[src/design/yuyv_frame_color_edge_stats_core_macros.svh]
// Assertion macros for the YUYV frame statistics core.
// No dependencies; expects a clock clk and an active-low reset rst_n in scope.
`ifndef YUYV_FRAME_COLOR_EDGE_STATS_CORE_MACROS_SVH
`define YUYV_FRAME_COLOR_EDGE_STATS_CORE_MACROS_SVH

`ifndef NO_ASSERTIONS

// Same-cycle implication, checked outside reset
`define YFCES_ASSERT_NOW(lbl, ante, cons, msg) \
    lbl: assert property (@(posedge clk) disable iff (!rst_n) (ante) |-> (cons)) \
        else $error(msg);

// Next-cycle implication, checked outside reset
`define YFCES_ASSERT_NEXT(lbl, ante, cons, msg) \
    lbl: assert property (@(posedge clk) disable iff (!rst_n) (ante) |=> (cons)) \
        else $error(msg);

`else

`define YFCES_ASSERT_NOW(lbl, ante, cons, msg)
`define YFCES_ASSERT_NEXT(lbl, ante, cons, msg)

`endif

`endif

[src/design/yfces_pkg.sv]
// Package for the YUYV frame statistics core: field widths, saturation caps,
// color conversion coefficients and the 8-bit clamp. No dependencies.
package yfces_pkg;

    // Frame size bound that sets the saturation caps
    localparam longint unsigned MAX_PAIRS = 64'd16384;

    // Field widths
    localparam int unsigned PIX_W        = 8;
    localparam int unsigned LUMA_SUM_W   = 23;
    localparam int unsigned RED_SUM_W    = 23;
    localparam int unsigned GB_SUM_W     = 24;
    localparam int unsigned EDGE_TOTAL_W = 16;
    localparam int unsigned PAIR_TOTAL_W = 15;

    // Cap is per-pair maximum times MAX_PAIRS, limited to the field range
    function automatic longint unsigned cap_of(longint unsigned per_pair, int unsigned width);
        longint unsigned lim;
        longint unsigned c;
        lim = (64'd1 << width) - 64'd1;
        c   = per_pair * MAX_PAIRS;
        return (c < lim) ? c : lim;
    endfunction

    localparam logic [LUMA_SUM_W-1:0]   LUMA_CAP = LUMA_SUM_W'(cap_of(64'd510, LUMA_SUM_W));
    localparam logic [RED_SUM_W-1:0]    RED_CAP  = RED_SUM_W'(cap_of(64'd510, RED_SUM_W));
    localparam logic [GB_SUM_W-1:0]     GB_CAP   = GB_SUM_W'(cap_of(64'd1020, GB_SUM_W));
    localparam logic [EDGE_TOTAL_W-1:0] EDGE_CAP = EDGE_TOTAL_W'(cap_of(64'd2, EDGE_TOTAL_W));
    localparam logic [PAIR_TOTAL_W-1:0] PAIR_CAP = PAIR_TOTAL_W'(cap_of(64'd1, PAIR_TOTAL_W));

    // Reset value of the edge threshold
    localparam logic [PIX_W-1:0] EDGE_THRESHOLD_RST = 8'd20;

    // Conversion coefficients, scaled by 1024
    localparam int unsigned PROD_W = 19;
    localparam logic signed [PROD_W-1:0] COEF_RV = 19'sd1436;
    localparam logic signed [PROD_W-1:0] COEF_GU = 19'sd352;
    localparam logic signed [PROD_W-1:0] COEF_GV = 19'sd731;
    localparam logic signed [PROD_W-1:0] COEF_BU = 19'sd1814;
    localparam int unsigned COEF_SHIFT = 10;

    // Width of luma plus a chroma offset, covers -227..479
    localparam int unsigned SUM_PIX_W = 10;

    // Clamp a signed pixel value to 0..255
    function automatic logic [PIX_W-1:0] clamp8(logic signed [SUM_PIX_W-1:0] x);
        logic [PIX_W-1:0] res;
        if (x[SUM_PIX_W-1])
            res = '0;
        else if (x[SUM_PIX_W-2])
            res = '1;
        else
            res = x[PIX_W-1:0];
        return res;
    endfunction

endpackage

[src/design/yuyv_frame_color_edge_stats_core.sv]
// Top level of the YUYV frame statistics core: RGB conversion, frame sums and edge count.
// Depends on yfces_pkg and yuyv_frame_color_edge_stats_core_macros.svh.
//
//  Channel  | Handshake                 | Payload
//  ---------+---------------------------+----------------------------------------------
//  input    | in_valid / in_stall       | luma_even, chroma_blue, luma_odd, chroma_red,
//           |                           | frame_end
//  output   | out_valid / out_stall     | luma_sum, red_sum, green_blue_sum,
//           |                           | edge_total, pair_total
//  config   | cfg_write_en              | cfg_write_data (edge threshold)
//
// One macropixel per cycle while in_stall is low. A transfer is captured in the input register,
// then converted and added to the frame accumulators; the frame-end pair's totals are
// loaded into the output register when that pair leaves the input register.
// in_stall rises only while a frame-end pair waits in the input register behind a
// result that is still stalled. Reset clears accumulators and valid flags and sets the
// edge threshold to 20.
`include "yuyv_frame_color_edge_stats_core_macros.svh"

module yuyv_frame_color_edge_stats_core
(
    input  logic                                  clk,
    input  logic                                  rst_n,
    // configuration
    input  logic                                  cfg_write_en,
    input  logic [yfces_pkg::PIX_W-1:0]           cfg_write_data,
    // input channel
    input  logic                                  in_valid,
    output logic                                  in_stall,
    input  logic [yfces_pkg::PIX_W-1:0]           luma_even,
    input  logic [yfces_pkg::PIX_W-1:0]           chroma_blue,
    input  logic [yfces_pkg::PIX_W-1:0]           luma_odd,
    input  logic [yfces_pkg::PIX_W-1:0]           chroma_red,
    input  logic                                  frame_end,
    // output channel
    output logic                                  out_valid,
    input  logic                                  out_stall,
    output logic [yfces_pkg::LUMA_SUM_W-1:0]      luma_sum,
    output logic [yfces_pkg::RED_SUM_W-1:0]       red_sum,
    output logic [yfces_pkg::GB_SUM_W-1:0]        green_blue_sum,
    output logic [yfces_pkg::EDGE_TOTAL_W-1:0]    edge_total,
    output logic [yfces_pkg::PAIR_TOTAL_W-1:0]    pair_total
);
    import yfces_pkg::*;

    // Configuration
    logic [PIX_W-1:0] edge_threshold_reg;

    // Input register
    logic             s1_valid_reg;
    logic [PIX_W-1:0] s1_y0_reg;
    logic [PIX_W-1:0] s1_u_reg;
    logic [PIX_W-1:0] s1_y1_reg;
    logic [PIX_W-1:0] s1_v_reg;
    logic             s1_frame_end_reg;

    // Frame state
    logic [LUMA_SUM_W-1:0]   luma_acc_reg;
    logic [RED_SUM_W-1:0]    red_acc_reg;
    logic [GB_SUM_W-1:0]     gb_acc_reg;
    logic [EDGE_TOTAL_W-1:0] edge_acc_reg;
    logic [PAIR_TOTAL_W-1:0] pair_acc_reg;
    logic [PIX_W-1:0]        prev_luma_reg;
    logic                    frame_started_reg;

    // Result register
    logic                    out_valid_reg;
    logic [LUMA_SUM_W-1:0]   luma_sum_reg;
    logic [RED_SUM_W-1:0]    red_sum_reg;
    logic [GB_SUM_W-1:0]     gb_sum_reg;
    logic [EDGE_TOTAL_W-1:0] edge_total_reg;
    logic [PAIR_TOTAL_W-1:0] pair_total_reg;

    // Handshake
    logic in_take;
    logic s1_fire;

    // Conversion
    logic signed [PIX_W-1:0]     u_s;
    logic signed [PIX_W-1:0]     v_s;
    logic signed [PROD_W-1:0]    u_ext;
    logic signed [PROD_W-1:0]    v_ext;
    logic signed [PROD_W-1:0]    prod_r;
    logic signed [PROD_W-1:0]    prod_g;
    logic signed [PROD_W-1:0]    prod_b;
    logic signed [SUM_PIX_W-1:0] d_r;
    logic signed [SUM_PIX_W-1:0] d_g;
    logic signed [SUM_PIX_W-1:0] d_b;
    logic signed [SUM_PIX_W-1:0] y0_s;
    logic signed [SUM_PIX_W-1:0] y1_s;
    logic [PIX_W-1:0]            r0;
    logic [PIX_W-1:0]            r1;
    logic [PIX_W-1:0]            g0;
    logic [PIX_W-1:0]            g1;
    logic [PIX_W-1:0]            b0;
    logic [PIX_W-1:0]            b1;

    // Per-pair contributions
    logic [PIX_W:0]   luma_pair;
    logic [PIX_W:0]   red_pair;
    logic [PIX_W+1:0] gb_pair;
    logic [PIX_W-1:0] diff_cross;
    logic [PIX_W-1:0] diff_inner;
    logic [1:0]       edge_pair;

    // Saturated sums
    logic [LUMA_SUM_W:0]     luma_raw;
    logic [RED_SUM_W:0]      red_raw;
    logic [GB_SUM_W:0]       gb_raw;
    logic [EDGE_TOTAL_W:0]   edge_raw;
    logic [PAIR_TOTAL_W:0]   pair_raw;
    logic [LUMA_SUM_W-1:0]   luma_next;
    logic [RED_SUM_W-1:0]    red_next;
    logic [GB_SUM_W-1:0]     gb_next;
    logic [EDGE_TOTAL_W-1:0] edge_next;
    logic [PAIR_TOTAL_W-1:0] pair_next;

    // Handshake: a frame-end pair may only move on when the result register frees up
    assign s1_fire  = s1_valid_reg &&
                      (!s1_frame_end_reg || !out_valid_reg || !out_stall);
    assign in_stall = s1_valid_reg && !s1_fire;
    assign in_take  = in_valid && !in_stall;

    // Chroma offset removal: flipping the top bit gives value - 128 as signed
    assign u_s   = signed'(s1_u_reg ^ 8'h80);
    assign v_s   = signed'(s1_v_reg ^ 8'h80);
    assign u_ext = PROD_W'(u_s);
    assign v_ext = PROD_W'(v_s);

    // Chroma terms, floor division by 1024 via arithmetic shift
    assign prod_r = v_ext * COEF_RV;
    assign prod_g = u_ext * COEF_GU + v_ext * COEF_GV;
    assign prod_b = u_ext * COEF_BU;
    assign d_r    = SUM_PIX_W'(prod_r >>> COEF_SHIFT);
    assign d_g    = SUM_PIX_W'(prod_g >>> COEF_SHIFT);
    assign d_b    = SUM_PIX_W'(prod_b >>> COEF_SHIFT);

    // RGB per pixel, clamped
    assign y0_s = signed'({2'b00, s1_y0_reg});
    assign y1_s = signed'({2'b00, s1_y1_reg});
    assign r0   = clamp8(y0_s + d_r);
    assign r1   = clamp8(y1_s + d_r);
    assign g0   = clamp8(y0_s - d_g);
    assign g1   = clamp8(y1_s - d_g);
    assign b0   = clamp8(y0_s + d_b);
    assign b1   = clamp8(y1_s + d_b);

    assign luma_pair = (PIX_W+1)'(s1_y0_reg) + (PIX_W+1)'(s1_y1_reg);
    assign red_pair  = (PIX_W+1)'(r0) + (PIX_W+1)'(r1);
    assign gb_pair   = (PIX_W+2)'(g0) + (PIX_W+2)'(b0) + (PIX_W+2)'(g1) + (PIX_W+2)'(b1);

    // Edge count: across pairs and within the pair, skipped on the first pair of a frame
    assign diff_cross = (s1_y0_reg > prev_luma_reg) ? (s1_y0_reg - prev_luma_reg)
                                                    : (prev_luma_reg - s1_y0_reg);
    assign diff_inner = (s1_y1_reg > s1_y0_reg) ? (s1_y1_reg - s1_y0_reg)
                                                : (s1_y0_reg - s1_y1_reg);
    assign edge_pair  = frame_started_reg
                        ? (2'((diff_cross > edge_threshold_reg))
                           + 2'((diff_inner > edge_threshold_reg)))
                        : 2'd0;

    // Saturating accumulation
    assign luma_raw = {1'b0, luma_acc_reg} + (LUMA_SUM_W+1)'(luma_pair);
    assign red_raw  = {1'b0, red_acc_reg} + (RED_SUM_W+1)'(red_pair);
    assign gb_raw   = {1'b0, gb_acc_reg} + (GB_SUM_W+1)'(gb_pair);
    assign edge_raw = {1'b0, edge_acc_reg} + (EDGE_TOTAL_W+1)'(edge_pair);
    assign pair_raw = {1'b0, pair_acc_reg} + (PAIR_TOTAL_W+1)'(1'b1);

    assign luma_next = (luma_raw > {1'b0, LUMA_CAP}) ? LUMA_CAP : luma_raw[LUMA_SUM_W-1:0];
    assign red_next  = (red_raw > {1'b0, RED_CAP}) ? RED_CAP : red_raw[RED_SUM_W-1:0];
    assign gb_next   = (gb_raw > {1'b0, GB_CAP}) ? GB_CAP : gb_raw[GB_SUM_W-1:0];
    assign edge_next = (edge_raw > {1'b0, EDGE_CAP}) ? EDGE_CAP
                                                     : edge_raw[EDGE_TOTAL_W-1:0];
    assign pair_next = (pair_raw > {1'b0, PAIR_CAP}) ? PAIR_CAP
                                                     : pair_raw[PAIR_TOTAL_W-1:0];

    // Configuration register
    always_ff @(posedge clk or negedge rst_n)
    begin
        if (!rst_n)
            edge_threshold_reg <= EDGE_THRESHOLD_RST;
        else if (cfg_write_en)
            edge_threshold_reg <= cfg_write_data;
    end

    // Input register valid
    always_ff @(posedge clk or negedge rst_n)
    begin
        if (!rst_n)
            s1_valid_reg <= 1'b0;
        else if (in_take)
            s1_valid_reg <= 1'b1;
        else if (s1_fire)
            s1_valid_reg <= 1'b0;
    end

    // Input register payload
    always_ff @(posedge clk)
    begin
        if (in_take)
        begin
            s1_y0_reg        <= luma_even;
            s1_u_reg         <= chroma_blue;
            s1_y1_reg        <= luma_odd;
            s1_v_reg         <= chroma_red;
            s1_frame_end_reg <= frame_end;
        end
    end

    // Frame accumulators: cleared after the frame-end pair
    always_ff @(posedge clk or negedge rst_n)
    begin
        if (!rst_n)
        begin
            luma_acc_reg      <= '0;
            red_acc_reg       <= '0;
            gb_acc_reg        <= '0;
            edge_acc_reg      <= '0;
            pair_acc_reg      <= '0;
            prev_luma_reg     <= '0;
            frame_started_reg <= 1'b0;
        end
        else if (s1_fire)
        begin
            if (s1_frame_end_reg)
            begin
                luma_acc_reg      <= '0;
                red_acc_reg       <= '0;
                gb_acc_reg        <= '0;
                edge_acc_reg      <= '0;
                pair_acc_reg      <= '0;
                prev_luma_reg     <= '0;
                frame_started_reg <= 1'b0;
            end
            else
            begin
                luma_acc_reg      <= luma_next;
                red_acc_reg       <= red_next;
                gb_acc_reg        <= gb_next;
                edge_acc_reg      <= edge_next;
                pair_acc_reg      <= pair_next;
                prev_luma_reg     <= s1_y1_reg;
                frame_started_reg <= 1'b1;
            end
        end
    end

    // Result register valid
    always_ff @(posedge clk or negedge rst_n)
    begin
        if (!rst_n)
            out_valid_reg <= 1'b0;
        else if (s1_fire && s1_frame_end_reg)
            out_valid_reg <= 1'b1;
        else if (!out_stall)
            out_valid_reg <= 1'b0;
    end

    // Result register payload
    always_ff @(posedge clk)
    begin
        if (s1_fire && s1_frame_end_reg)
        begin
            luma_sum_reg   <= luma_next;
            red_sum_reg    <= red_next;
            gb_sum_reg     <= gb_next;
            edge_total_reg <= edge_next;
            pair_total_reg <= pair_next;
        end
    end

    assign out_valid      = out_valid_reg;
    assign luma_sum       = luma_sum_reg;
    assign red_sum        = red_sum_reg;
    assign green_blue_sum = gb_sum_reg;
    assign edge_total     = edge_total_reg;
    assign pair_total     = pair_total_reg;

    // Checks
    `YFCES_ASSERT_NOW(a_stall_only_on_blocked_end, in_stall, s1_valid_reg && s1_frame_end_reg && out_valid_reg && out_stall, "input stalled without a blocked frame-end pair")
    `YFCES_ASSERT_NEXT(a_frame_end_clears, s1_fire && s1_frame_end_reg, out_valid_reg && pair_acc_reg == '0 && !frame_started_reg, "frame end did not emit and clear")
    `YFCES_ASSERT_NOW(a_result_has_pairs, out_valid_reg, pair_total_reg != '0, "result reports an empty frame")
    `YFCES_ASSERT_NOW(a_started_tracks_pairs, 1'b1, frame_started_reg == (pair_acc_reg != '0), "frame start flag out of step with pair count")

endmodule

[config.mk]
export PLATFORM = sky130hd
export DESIGN_NAME = yuyv_frame_color_edge_stats_core
export DESIGN_NICKNAME = d
export VERILOG_FILES = /design/src/design/yfces_pkg.sv /design/src/design/yuyv_frame_color_edge_stats_core.sv
export VERILOG_INCLUDE_DIRS = /design/src /design/src/design
export SDC_FILE = /design/constraint.sdc
export NUM_CORES = 1
export LEC_CHECK = 0
export BUFFER_PORTS_ARGS = -buffer_cell sky130_fd_sc_hd__buf_2
export CAP_MARGIN = 20
export CELL_PAD_IN_SITES_DETAIL_PLACEMENT = 0
export CELL_PAD_IN_SITES_GLOBAL_PLACEMENT = 1
export CORE_MARGIN = 10
export CORE_UTILIZATION = 53
export DETAILED_ROUTE_END_ITERATION = 16
export MAX_ROUTING_LAYER = met4
export PLACE_DENSITY_LB_ADDON = 0.1
export RECOVER_POWER = 50
export SYNTH_ARGS = -nofsm -noshare
export SYNTH_HDL_FRONTEND = slang
export SYNTH_SLANG_ARGS = --single-unit
[constraint.sdc]
create_clock -name clk -period 17.35 [get_ports clk]
set_input_delay 3.47 -clock clk [delete_from_list [all_inputs] [get_ports clk]]
set_output_delay 3.47 -clock clk [all_outputs]
set_load 0.02 [all_outputs]
==> key figures, run 1 <==
Global route
  – First-pass GRT wire length: 88.8 mm
  – GR Util All Layers: between 20 and 25%
  – Initial antenna violation count: 0
  – Grt ovf: 0
  – Vias in the first global route: between 15000 and 20000
  – Largest net degree at the start of global routing: 69

Yosys
  – YS warnings: 0
  – EDFF count, synth: about 130
  – FFs w/ async S/R, synth: between 40% and 50%
  – Mapped Area: approximately 0.022 mm²
  – Ys flop type: edfxtp_1
  – Sequential-to-total area share from yosys stat: approximately a third
  – Synthesized Nets: around 2700
  – Mean Syn Cell Area: 9.75 µm²
  – Largest area contributor in the netlist: edfxtp_1
  – Synth cell types: between 90 and 100
  – Area share of the largest cell type after synthesis: a little under a fifth
  – Synthesized instance count: ~2300
  – #FFs+latches synth: ~250
  – Synth top area cells: edfxtp_1 (18%), ha_1 (16%), dfrtp_1 (13%)

STA
  – Fin Clk Skew: 16.6 ps
  – Worst Tran Pin Value: a little under 4000 ps
  – Final Hold Viols: 0
  – Slew headroom: -156%
  – F_max: roughly 0.076 GHz
  – Tcrit/Tclk final: between 70 and 80%
  – Worst hold slack: 483 ps
  – Fin Setup TNS: 0 ps
  – Fin crit period: between 10000 and 15000 ps
  – Final setup fails: 0
  – Max-slew violation count: approximately 250
  – RSZ-0062 raised after global routing: no
  – Worst Slack Setup Final: 4260 ps

Final layout
  – Most frequent cells in the layout: inv_1 (291), ha_1 (280), nor2_1 (160)
  – Share of layout cells above drive strength 1: around 7.4%
  – Filler cells: 3666
  – Area Overhead vs Synth: 9.23%
  – Nets: 2837
  – Number of diodes: 0
  – Most common cell after layout, fill and taps aside: inv_1

Routing
  – Via count: 16700
  – Drt pass-1 iters: 5
  – DRC Markers: 0
  – Drt initial violations: around 1100
  – Routed len/inst: approximately 19 µm
  – Antenna viol nets, final: 0
  – Vias/cell: between 5 and 6
  – Routed wire length: approximately 55 mm

Outcome
  – Status: finished, violations left
  – Violated checks: capacitance limit, slew limit

Clock tree
  – Setup Buffers After CTS: 0
  – CTS Buf Count: 29
  – Post-CTS Hold Buffers: 0
  – H-tree lvl count: 1
  – Clock Tree Root: clkbuf_16
  – Maximum clock path buffer count: 3
  – PostCTS Resize Cnt: 0
  – CTS tree: done
  – Worst skew pair latency: 590 ps
  – Clk sinks: 254
  – CTS clk-pin slew, worst paths: approximately 60 ps

Worst hold path
  – Hold wc startpoint: red_acc_reg[0]
  – Min-Delay Path Class: reg2reg
  – Worst Hold Path EP: red_acc_reg[0]
  – WHS Path Cells: 2

Place
  – # port buffers: between 100 and 150
  – Hpwl dp: just over 40 mm
  – RD Place Congestion: ~0.93
  – Dpl ws: roughly 4400 ps

Setup path
  – RR Endpoint: gb_acc_reg[7]
  – Delay-heaviest family, CP: adder cells
  – CP bufs+invs: 4
  – R2R cell count: 44
  – Most common cell on crit path: fa_1
  – Slowest stage cell, crit path: fa_1
  – CP Class: reg2reg
  – CP Max Fanout: 19
  – Critical Path Max Stage Delay: between 500 and 600 ps
  – Arrival time worst endpoint: between 10000 and 15000 ps
  – R2r setup slk: ~4300 ps
  – Setup crit end kind: flop
  – Worst r2r src: s1_u_reg[1]
  – Critical path launch point type: flop
  – Req. time, crit path: ~18000 ps

Floorplan
  – Core area: 0.0411 mm²
  – Initial core utilization: approximately 54%
  – Area of the die: 0.0505 mm²
  – Width of the die: approximately 220 µm
  – IO Count: 149
  – Std-Cell Rows: 74
  – Die height: 225 µm

Job
  – Max_cap viols: 5
## area by class of cell
type,count,area (µm²),share of cell area (%)
multi-input cells,1654,13700,56.6
inverters,292,1100,4.53
flip-flops and latches,254,7030,29.0
clock inverters,14,190,0.785
clock buffers,40,797,3.29
repair buffers,163,737,3.04
well taps,532,666,2.75
## per-layer routing
metal / global-route usage (%) / part of all wire (%)
met3: 3.20 / 5.1
met2: 35.1 / 46
met4: 5.20 / 1.9
met1: 30.5 / 47
met5: - / 0
## stage by stage
step | utilization, % | area, µm² | std cells
global route | 59.0 | 24200 | 2949
floorplan | - | 22200 | 2276
detailed placement | 56.9 | 23400 | 2895
finish | 59.0 | 24200 | 2949
global placement | 56.9 | 23400 | 2895
CTS | 59.3 | 24400 | 2949
## worst max path at each step
stage,from,endpoint,slack [ps],cells after the start
floorplan,s1_u_reg[1],gb_acc_reg[13],5500,44
global placement,s1_u_reg[1],gb_acc_reg[2],4680,44
detailed placement,s1_u_reg[1],gb_acc_reg[7],4420,44
finish,s1_u_reg[1],gb_acc_reg[7],4260,44
global route,s1_u_reg[1],gb_acc_reg[7],3450,44
CTS,s1_u_reg[1],gb_acc_reg[7],4360,44
## cells in the mapped netlist, drive strengths merged, types with 4 or more instances
library cell,count
a211o,4
a211oi,8
a21o,35
a21oi,98
a22o,26
a311oi,4
a31oi,24
a32o,6
and2,12
and3,26
and4,4
buf,18
clkbuf,58
dfrtp,118
edfxtp,134
fa,117
ha,280
inv,292
maj3,8
mux2,13
mux2i,10
nand2,159
nand2b,23
nand3,54
nand4,24
nor2,161
nor2b,34
nor3,29
nor3b,5
nor4,12
o21a,32
o21ai,120
o21bai,22
o22a,4
o22ai,15
o31ai,44
o41ai,5
or2,5
or3,13
or4,11
xnor2,110
xor2,54
## logic make-up (layout without fill, tap and decap cells)
kind of cell | count (synthesis) | in the layout | share of synthesized area, %
muxes | 23 | 23 | 1.11
buffers and inverters | 368 | 509 | 6.38
adders and majority gates | 405 | 405 | 26.7
xor gates and xnor gates | 164 | 164 | 6.54
DFF | 254 | 254 | 31.7
and+or+nand+nor | 581 | 581 | 12.8
AOI/OAI and AO/OA | 481 | 481 | 14.8
## tightest hold or removal path, cell delays in order, from the launching register on
cell     delay (ps)
dfrtp_1         350
nand2_1          50
o41ai_1          50
Power of run 1 is left out: the tool's default activity adds up to more than one toggle a clock period on the data nets, which glitch-free logic cannot reach.
==> run 2: changes to the inputs <==
ABC_AREA = 1   (was not set)
CORE_UTILIZATION = 47   (was 53)
clock period = 13.49 ns   (was 17.35 ns; I/O delays follow)
==> key figures, run 2 <==
Yosys
  – Synth cell types: roughly 60
  – YS warnings: 0
  – #FFs+latches synth: between 200 and 300
  – Post-synth top cells: nand2_1 (784), inv_1 (558), ha_1 (280)
  – Synthesized Nets: between 3000 and 4000
  – Mapped Area: between 0.02 and 0.025 mm²
  – Synthesized instance count: between 3000 and 4000
  – Area share of the largest cell type after synthesis: ~17%
  – EDFF count, synth: 134
  – Sequential-to-total area share from yosys stat: 29.5%
  – Most used standard cell by instance count after synthesis: nand2_1
  – Largest area contributor in the netlist: edfxtp_1
  – FFs w/ async S/R, synth: 47.2%
  – Ys flop type: edfxtp_1
  – Mean Syn Cell Area: around 7.9 µm²
  – Synth top area cells: edfxtp_1 (17%), ha_1 (15%), dfrtp_1 (12%)

STA
  – Tcrit/Tclk final: 84.9%
  – Fin crit period: approximately 11000 ps
  – Slew headroom: -172%
  – Final setup fails: 0
  – RSZ-0062 raised after global routing: no
  – Final Hold Viols: 0
  – Worst Tran Pin Value: 4080 ps
  – F_max: 0.0873 GHz
  – Max-slew violation count: about 230
  – Worst hold slack: 481 ps
  – Fin Clk Skew: roughly 13 ps
  – Fin Setup TNS: 0 ps

Final layout
  – Area Overhead vs Synth: 9.82%
  – Final cell count without fillers: 3861
  – Share of layout cells above drive strength 1: about 5.6%
  – Nets: roughly 3600
  – Most frequent cells in the layout: nand2_1 (785), inv_1 (559), ha_1 (280)
  – Number of diodes: 0
  – Most common cell after layout, fill and taps aside: nand2_1

Setup path
  – Slowest stage cell, crit path: fa_1
  – Setup crit end kind: flop
  – CP Class: reg2reg
  – Arrival time worst endpoint: 11890 ps
  – Critical path launch point type: flop
  – CP startpoint: s1_u_reg[3]
  – Critical Path Max Stage Delay: approximately 540 ps
  – R2R cell count: between 40 and 50
  – CP endpoint: green_blue_sum[10]
  – Most common cell on crit path: nand2_1
  – RR Endpoint: green_blue_sum[10]
  – Worst r2r src: s1_u_reg[3]
  – R2r setup slk: just over 2000 ps
  – Req. time, crit path: approximately 14000 ps
  – CP Max Fanout: 25

Place
  – Hpwl dp: 50.3 mm
  – Placed Instances: 3805
  – RD Place Congestion: 0.903
  – # port buffers: ~150

Routing
  – Routed len/inst: ~16 µm
  – Drt initial violations: between 1000 and 1500
  – Vias/cell: ~5.0
  – Drt pass-1 iters: 5
  – Antenna viol nets, final: 0
  – Routed wire length: around 63 mm
  – DRC Markers: 0
  – Via count: just under 20000

Global route
  – Largest net degree at the start of global routing: 79
  – First-pass GRT wire length: between 100 and 150 mm
  – Grt ovf: 0
  – Vias in the first global route: 19800
  – Initial antenna violation count: 0
  – GR Util All Layers: 21.3%

Clock tree
  – H-tree lvl count: 1
  – CTS Buf Count: 30
  – PostCTS Resize Cnt: 0
  – Clock Tree Root: clkbuf_16
  – Maximum clock path buffer count: 3
  – Clk sinks: 254
  – Worst skew pair latency: approximately 600 ps
  – CTS clk-pin slew, worst paths: ~60 ps
  – Post-CTS Hold Buffers: 0
  – CTS tree: done
  – Setup Buffers After CTS: 0

Worst hold path
  – Min-Delay Path Class: reg2reg

Floorplan
  – Area of the die: between 0.06 and 0.07 mm²
  – IO Count: about 150
  – Initial core utilization: between 40% and 50%
  – Die height: roughly 250 µm
  – Core area: roughly 0.050 mm²
  – Std-Cell Rows: 82
  – Width of the die: around 250 µm

Job
  – Max_cap viols: 5

Outcome
  – Violated checks: capacitance limit, slew limit
  – Status: finished, violations left
[run 2: cell count changes after synthesis, sizes merged, moves of 48 or more]
| cell | change |
|---|---|
| xnor2 | -69 |
| nor2 | +48 |
| o21ai | -53 |
| nand2 | +644 |
| nand3 | +226 |
| inv | +273 |
[run 2: routing by layer]
layer / wire length [µm] / up-vias / track usage, %
li1: - / 9929 / -
met4: 1570 / 0 / 5.57
met5: 0 / - / -
met2: 28400 / 344 / 34.4
met1: 29900 / 9115 / 28.0
met3: 2590 / 95 / 2.77
[run 2: through the flow]
stage	area (µm²)	utilization [%]	setup WS, ps
after floorplan	23800	-	3340
after global placement	25300	50.4	2290
after detailed placement	25300	50.4	2060
after CTS	26400	52.5	2030
after global routing	26200	52.2	1130
final	26200	52.2	2040
[run 2: critical path, delay by kind of cell, from the launching register on]
| kind | cells | cell delay [ps] |
|---|---|---|
| AOI/OAI and AO/OA | 7 | 1260 |
| xor gates and xnor gates | 3 | 930 |
| adders and majority gates | 15 | 6060 |
| buffers and inverters | 5 | 450 |
| DFF | 1 | 510 |
| and+or+nand+nor | 17 | 2050 |
[run 2: how the worst min path moves through the flow]
stage                    start         endpoint  depth (start not counted)
2_1_floorplan    gb_acc_reg[4]    gb_acc_reg[4]                          2
3_3_place_gp   luma_acc_reg[0]  luma_acc_reg[0]                          2
3_5_place_dp    red_acc_reg[0]   red_acc_reg[0]                          2
4_1_cts        luma_acc_reg[0]  luma_acc_reg[0]                          2
5_1_grt          gb_acc_reg[1]    gb_acc_reg[1]                          2
6_report        red_acc_reg[0]   red_acc_reg[0]                          2
[run 2: cell families after synthesis]
kind of cell / count (synthesis) / synth area share [%]
AOI/OAI and AO/OA: 227 / 5.36
xor gates and xnor gates: 118 / 4.37
adders and majority gates: 397 / 24.5
buffers and inverters: 604 / 9.85
DFF: 254 / 29.5
muxes: 10 / 0.451
and+or+nand+nor: 1408 / 26.0
[run 2: area by class of cell]
| class | instances | area, µm² |
|---|---|---|
| Fill cell | 4915 | 24000 |
| Clock inverter | 17 | 239 |
| Tap cell | 672 | 841 |
| Timing Repair Buffer | 153 | 629 |
| Multi-Input combinational cell | 2160 | 14500 |
| Inverter | 566 | 2130 |
| Sequential cell | 254 | 7030 |
| Clock buffer | 39 | 856 |
Power of run 2 is left out for the same reason.
